<file path="config.mk">
export PLATFORM = sky130hd
export DESIGN_NAME = sik_isqrt
export DESIGN_NICKNAME = d
export VERILOG_FILES = /design/src/sik_pkg.sv /design/src/sik_isqrt.sv
export SDC_FILE = /design/constraint.sdc
export NUM_CORES = 2
export LEC_CHECK = 0
export BUFFER_PORTS_ARGS = -buffer_cell sky130_fd_sc_hd__buf_4
export CELL_PAD_IN_SITES_DETAIL_PLACEMENT = 0
export CELL_PAD_IN_SITES_GLOBAL_PLACEMENT = 1
export CORE_ASPECT_RATIO = 0.9
export CORE_MARGIN = 4
export CORE_UTILIZATION = 45
export CTS_BUF_LIST = sky130_fd_sc_hd__clkbuf_4 sky130_fd_sc_hd__clkbuf_8 sky130_fd_sc_hd__clkbuf_16
export CTS_CLUSTER_SIZE = 30
export DETAILED_ROUTE_END_ITERATION = 10
export PLACE_DENSITY = 0.83
export SYNTH_ARGS = -nofsm -noshare
export SYNTH_HDL_FRONTEND = slang
export SYNTH_MEMORY_MAX_BITS = 65536
export SYNTH_SLANG_ARGS = --single-unit
</file>
<file path="constraint.sdc">
create_clock -name clk -period 6.6 [get_ports clk]
set_input_delay 0.99 -clock clk [delete_from_list [all_inputs] [get_ports clk]]
set_output_delay 0.99 -clock clk [all_outputs]
set_load 0.05 [all_outputs]
</file>
<file path="src/sik_pkg.sv">
// Shared types and constants of the two-link arm inverse kinematics block.
// Used by every module under src; depends on nothing.
`default_nettype none
package sik_pkg;

  // Point taken in by one command and the result it produces.
  typedef struct packed {
    logic signed [23:0] target_x;
    logic signed [23:0] target_y;
    logic signed [23:0] target_z;
  } point_t;

  typedef struct packed {
    logic signed [31:0] shoulder_steps;
    logic signed [31:0] elbow_steps;
    logic signed [15:0] z_whole;
    logic               unreachable;
  } result_t;

  // Configuration register indexes.
  localparam logic [1:0] REG_UPPER_LINK = 2'd0;
  localparam logic [1:0] REG_LOWER_LINK = 2'd1;
  localparam logic [1:0] REG_STEP_SCALE = 2'd2;

  localparam logic [23:0] UPPER_LINK_RESET = 24'd38400;
  localparam logic [23:0] LOWER_LINK_RESET = 24'd38400;
  localparam logic [31:0] STEP_SCALE_RESET = 32'd3754936;

  // Datapath widths.
  localparam int NUM_W  = 60;  // signed law-of-cosines numerator
  localparam int DEN_W  = 58;  // unsigned law-of-cosines denominator
  localparam int CORD_W = 62;  // signed CORDIC operand
  localparam int ANG_W  = 34;  // signed binary angle, pi = 2^31
  localparam int ROT_W  = 43;  // CORDIC rotation registers
  localparam int CORD_NORM = 40;  // operands are scaled below 2^40
  localparam int SQRT_STEPS = 32;

  localparam logic signed [ANG_W-1:0] BAM_PI = 34'sd2147483648;

  // round(pi * 2^32) split into its low word and its high bits.
  localparam logic [31:0] PI_Q32_LO = 32'd608135817;
  localparam logic [1:0]  PI_Q32_HI = 2'd3;

  // atan(2^-i) in binary angle units.
  localparam logic [29:0] ATAN_BAM [32] = '{
    30'd536870912, 30'd316933406, 30'd167458907, 30'd85004756, 30'd42667331,
    30'd21354465, 30'd10679838, 30'd5340245, 30'd2670163, 30'd1335087,
    30'd667544, 30'd333772, 30'd166886, 30'd83443, 30'd41722, 30'd20861,
    30'd10430, 30'd5215, 30'd2608, 30'd1304, 30'd652, 30'd326, 30'd163,
    30'd81, 30'd41, 30'd20, 30'd10, 30'd5, 30'd3, 30'd1, 30'd1, 30'd0
  };

endpackage
`default_nettype wire

</file>
<file path="src/sik_isqrt.sv">
// Pipelined 64-bit integer square root, one result bit per stage.
// Depends on sik_pkg for the stage count.
`default_nettype none
module sik_isqrt import sik_pkg::*; #(
  parameter int SIDE_W = 1
) (
  input  logic              clk,
  input  logic              rst,
  input  logic              in_valid,
  input  logic [63:0]       radicand,
  input  logic [SIDE_W-1:0] in_side,
  output logic              out_valid,
  output logic [31:0]       root,
  output logic [SIDE_W-1:0] out_side
);

  logic [63:0]       rem_q  [0:SQRT_STEPS];
  logic [63:0]       res_q  [0:SQRT_STEPS];
  logic [SIDE_W-1:0] side_q [0:SQRT_STEPS];
  logic [SQRT_STEPS:0] valid_q;
  logic [63:0]       trial  [0:SQRT_STEPS-1];

  always_comb begin
    for (int j = 0; j < SQRT_STEPS; j++) begin
      trial[j] = res_q[j] + (64'd1 << (62 - 2 * j));
    end
  end

  always_ff @(posedge clk) begin
    rem_q[0]  <= radicand;
    res_q[0]  <= '0;
    side_q[0] <= in_side;
    for (int j = 0; j < SQRT_STEPS; j++) begin
      side_q[j+1] <= side_q[j];
      if (rem_q[j] >= trial[j]) begin
        rem_q[j+1] <= rem_q[j] - trial[j];
        res_q[j+1] <= (res_q[j] >> 1) + (64'd1 << (62 - 2 * j));
      end else begin
        rem_q[j+1] <= rem_q[j];
        res_q[j+1] <= res_q[j] >> 1;
      end
    end
  end

  always_ff @(posedge clk) begin
    if (rst) begin
      valid_q <= '0;
    end else begin
      valid_q <= {valid_q[SQRT_STEPS-1:0], in_valid};
    end
  end

  assign out_valid = valid_q[SQRT_STEPS];
  assign root      = res_q[SQRT_STEPS][31:0];
  assign out_side  = side_q[SQRT_STEPS];

endmodule
`default_nettype wire

</file>
; ---- Yosys cells after proc, flatten, opt, wreduce, memory -nomap -nowiden
; Memory sizes are Yosys's and may differ from the RTL's.
; Cells that the tools add are included.
[totals]
register_bits = 33
rom_bits = 0
mem_bits_rw = 4257
latchBits = 0
memories = 3
[classes]
n_mul = 0
n_eq_ne = 0
add_sub_neg = 96
bitwise_logic = 64
n_div = 0
n_mux = 160
n_reduce_logical = 0
shifts = 0
magnitude_cmp = 32
[memory_table]
columns = name, depth, word_bits, read_ports, rd_ports_with_merged_regs, wr, line_no
row1 = rem_q, 33, 64, 32, 0, 33, sik_isqrt.sv:17  ; logic [63:0] rem_q [0:SQRT_STEPS];
row2 = res_q, 33, 64, 33, 0, 33, sik_isqrt.sv:18  ; logic [63:0] res_q [0:SQRT_STEPS];
row3 = side_q, 33, 1, 33, 0, 33, sik_isqrt.sv:19  ; logic [SIDE_W-1:0] side_q [0:SQRT_STEPS];
[op_table]
columns = op, n
row1 = 64-bit 2-to-1 mux, 64
row2 = 64-bit >= comparator, 32
row3 = 64-bit subtractor, 32
row4 = 1-bit 2-to-1 mux, 96
row5 = "63-bit by 1-bit adder with 64-bit output, second input constant", 1
row6 = "63-bit by 11-bit adder with 64-bit output, second input constant", 1
row7 = "63-bit by 13-bit adder with 64-bit output, second input constant", 1
row8 = "63-bit by 15-bit adder with 64-bit output, second input constant", 1
row9 = "63-bit by 17-bit adder with 64-bit output, second input constant", 1
row10 = "63-bit by 19-bit adder with 64-bit output, second input constant", 1
row11 = "63-bit by 21-bit adder with 64-bit output, second input constant", 1
row12 = "63-bit by 23-bit adder with 64-bit output, second input constant", 1
row13 = "63-bit by 25-bit adder with 64-bit output, second input constant", 1
row14 = "63-bit by 27-bit adder with 64-bit output, second input constant", 1
row15 = "63-bit by 29-bit adder with 64-bit output, second input constant", 1
row16 = "63-bit by 3-bit adder with 64-bit output, second input constant", 1
row17 = "63-bit by 31-bit adder with 64-bit output, second input constant", 1
row18 = "63-bit by 33-bit adder with 64-bit output, second input constant", 1
row19 = "63-bit by 35-bit adder with 64-bit output, second input constant", 1
row20 = "63-bit by 37-bit adder with 64-bit output, second input constant", 1
row21 = "63-bit by 39-bit adder with 64-bit output, second input constant", 1
row22 = "63-bit by 41-bit adder with 64-bit output, second input constant", 1
row23 = "63-bit by 43-bit adder with 64-bit output, second input constant", 1
row24 = "63-bit by 45-bit adder with 64-bit output, second input constant", 1
row25 = other kinds (45), 108

; ---- Logic depth before layout (Yosys ltp)
[depth]
depth_word = 5
mapped_depth = 14
ltp_nobuf = 12

; ---- Least setup slack after synthesis
; OpenSTA, ideal clock, no wires.
[synth_path]
path_kind = reg-to-reg
startpoint = memory res_q[30][33]
endpoint = memory rem_q[31][3]
path_stages_with_launch = 14
slack_ns = 3.099
arrival_ns = 3.431
setup_time_ns = 0.070
required_ns = 6.530
cell_sequence = dfxtp_1 -> inv_1 -> ha_1 -> a2111oi_0 -> nor3b_1 -> nand3_1 -> or2_2 -> a2111oi_0 -> a21boi_2 -> inv_1 -> clkbuf_1 -> clkbuf_1 -> clkbuf_1 -> a21oi_1
[synth_rtl]
columns = element, line_no
row1 = "start, declared", sik_isqrt.sv:18
row2 = "end, declared", sik_isqrt.sv:17

==> run metrics <==
status=complete, no violations; Reg2Reg Setup Slack=2.13 ns; clk_lat worst skew=0.95 ns; main combinational cell family by area after synthesis=simple AND/OR/NAND/NOR gates; post-synthesis cell type count=83; cells on worst reg2reg path=13; proportion of synthesized area in mux cells=0.0126; slowest cell delay on critical path=0.64 ns; Mapped Area=98300 sq um; number of global-route vias before repair=69469; die width=501 microns; # resized after CTS=0; RSZ-0062 raised after global routing=false; largest fanout on the critical path=56; area grow syn2layout=13.4%; Synth Area in Adders=0.0711; Leak=50.7 nW; total number of vias=69308; total CTS buffers=280; Final Skew=0.0949 ns; Worst Hold Class=in -> reg; antenna viol nets, final=0; post-DP HPWL=197000 microns; syn avg cell area=10.1 sq um; die outline area=226000 sq um; I/O pins=102; Slowest-stage cell, CP=a2111oi_0; Inst Count DP=12537; Worst-path clk slew=0.06 ns; final setup fails=0; pin count of the biggest net entering global routing=57; Slew Viols, Final=0; number of enable flip-flop cells after synthesis=0; asr flop ratio synth=0; Overall Global Routing Usage=0.217; capture point of the critical path=rem_q[31][43]; Synth Flop Type=dfxtp_1; crit path launch=res_q[30][33]; Worst Setup Start Kind=flip-flop; layout cell share with drive strength beyond 1=0.0790; post-synthesis simple-gate area fraction=0.150; CP arrival=5.29 ns; CP Depth=13; max_cap viols=0; core area=217000 sq um; Peak VDD IR=0.000331 V; Post-Syn Nets=10365; Cell Chain, Critical Path=inv_1 > ha_1 > a2111oi_0 > nor3b_1 > nand3_1 > or2_2 > a2111oi_0 > a21boi_2 > inv_1 > buf_4 > and4b_1 > nand4b_1 > xnor2_1; part of the cycle the worst path needs=0.678; port bufs=101; Syn Inst Count=9739; Period minus WS final=4.47 ns; Buf+Inv Stages, Crit Path=3; Nets=10575; first-pass GRT wire length=391000 microns; Post-CTS Setup Repair Bufs=0; H-tree depth=5; Longest Clk Path Bufs=4; TNS Setup=0 ns; initial core utilization=0.453; Final Hold Fails=0; Finished Layout Cells=13025; power density over cell area=451 nW/um^2; gr ovfl total=0; worst setup path category=reg -> reg; final RePlAce weighted congestion=0.938; xor/xnor cell area share of the yosys netlist=0.0772; number of DRC markers in iteration 0=4544; CTS tree=yes; crit end category=flip-flop; Avg WL per Cell=19.4 microns; Slew HR=0.159; die extent in y=451 microns; Req. time, crit path=7.41 ns; Least-Margin Pin Slew=1.26 ns; Via density=5.32; f_max=223 MHz; Reg2Reg Launch Point=res_q[30][33]; Hold Startpoint=radicand[60]; final WL=252000 microns; Cell Rows=162; CTS Sinks=2642; register area share after synthesis=0.538; Post-route DRC=0; CTS Root Cell=clkbuf_16; #FFs+latches synth=2642; Yosys Warn Count=0; hold-fix buffers at CTS=0; 1st-pass router iterations=7; cell family with most CP delay=simple AND/OR/NAND/NOR gates; Compound-Gate Fraction of Synth Area=0.116; initial antenna violation count=9; Worst R2R End=rem_q[31][43]
worst min-delay path by stage:
stage	cells after the start	endpoint	slack (ns)
floorplan	0	side_q[10]	0.31
global placement	0	side_q[13]	0.31
detailed placement	0	side_q[2]	0.31
CTS	1	rem_q[0][16]	0.07
global route	1	rem_q[0][43]	0.08
finish	1	rem_q[0][60]	0.13
layout by cell type (no fill, tap or decap), types with 39 or more instances in the layout:
| master | synthesis | routed |
|---|---|---|
| a211oi_1 | 46 | 46 |
| a21o_1 | 215 | 215 |
| a21oi_1 | 640 | 640 |
| a31oi_1 | 47 | 46 |
| and3_1 | 55 | 54 |
| buf_4 | 1 | 129 |
| clkbuf_16 | 0 | 285 |
| clkbuf_4 | 0 | 42 |
| clkbuf_8 | 0 | 52 |
| clkinv_2 | 0 | 44 |
| dfxtp_1 | 2642 | 2642 |
| ha_1 | 558 | 558 |
| inv_1 | 696 | 696 |
| mux2_2 | 103 | 103 |
| nand2_1 | 532 | 532 |
| nand2b_1 | 113 | 112 |
| nand3_1 | 194 | 193 |
| nand4_1 | 172 | 172 |
| nor2_1 | 671 | 671 |
| nor2b_1 | 112 | 112 |
| nor3_1 | 241 | 241 |
| nor4_1 | 335 | 335 |
| nor4b_1 | 44 | 43 |
| o211ai_1 | 39 | 39 |
| o21a_1 | 123 | 123 |
| o21ai_0 | 357 | 357 |
| o21bai_1 | 50 | 50 |
| o31ai_1 | 46 | 46 |
| or2_2 | 41 | 41 |
| or3_1 | 96 | 96 |
| or4_1 | 62 | 62 |
| xnor2_1 | 494 | 494 |
| xor2_1 | 372 | 372 |
cell type report:
class                      count  area (sq um)
fill                       19161        105000
sequential                  2642         52900
multi-input combinational   6195         42000
clock buffer                 379          8160
tap                         2870          3590
inverter                     701          2630
clock inverter                98          1180
timing repair buffer         129           968
antenna                       11          27.5
metal layers:
layer	vias up	wire, microns	track usage
li1	34403	-	-
met1	32645	104000	0.253
met2	1692	125000	0.391
met3	568	10500	0.0324
met4	0	12600	0.102
met5	-	0	0
registers in the layout, summed over array words and instances, names as in the netlist:
name / count
valid_q: 33
side_q: 33
rem_q: 2048
res_q: 528
kinds of logic after synthesis:
kind of cell	Yosys count
and+or+nand+nor	2843
xor gates and xnor gates	866
adders and majority gates	558
DFF	2642
muxes	111
AOI/OAI and AO/OA	1817
buffers and inverters	902
synth_stat cells, types with 39 or more instances:
library cell / count / area [sq um]
nor4_1: 335 / 2100
o211ai_1: 39 / 293
and3_1: 55 / 344
dfxtp_1: 2642 / 52900
o21bai_1: 50 / 375
mux2_2: 103 / 1160
a21o_1: 215 / 1610
nor4b_1: 44 / 385
a21oi_1: 640 / 3200
a31oi_1: 47 / 294
clkbuf_1: 182 / 683
nor2_1: 671 / 2520
nor2b_1: 112 / 701
nand2b_1: 113 / 707
xnor2_1: 494 / 4330
or3_1: 96 / 601
nand4_1: 172 / 1080
or2_2: 41 / 257
a211oi_1: 46 / 345
nand3_1: 194 / 971
nor3_1: 241 / 1210
ha_1: 558 / 6980
xor2_1: 372 / 3260
inv_1: 696 / 2610
o31ai_1: 46 / 345
nand2_1: 532 / 2000
o21ai_0: 357 / 1790
o21a_1: 123 / 923
or4_1: 62 / 465
report_power, final:
group	total [mW]	internal, mW	switching (mW)
Sequential	22.8	19.4	3.36
Combinational	11.7	5.11	6.58
Clock	15.8	9.56	6.19
through the flow:
stage / utilization / worst slack (ns) / instance area (sq um) / power (mW) / hold slack (ns)
2_1_floorplan: - / 3.10 / 98300 / 30.4 / 0.310
3_3_place_gp: 0.471 / 2.06 / 102000 / 34.4 / 0.312
3_5_place_dp: 0.471 / 2.09 / 102000 / 34.6 / 0.312
4_1_cts: 0.514 / 2.07 / 111000 / 50.5 / 0.0676
5_1_grt: 0.514 / 1.70 / 111000 / 52.8 / 0.0832
6_report: 0.514 / 2.13 / 111000 / 50.2 / 0.129
No activity file was read; power rests on OpenSTA's default activity.
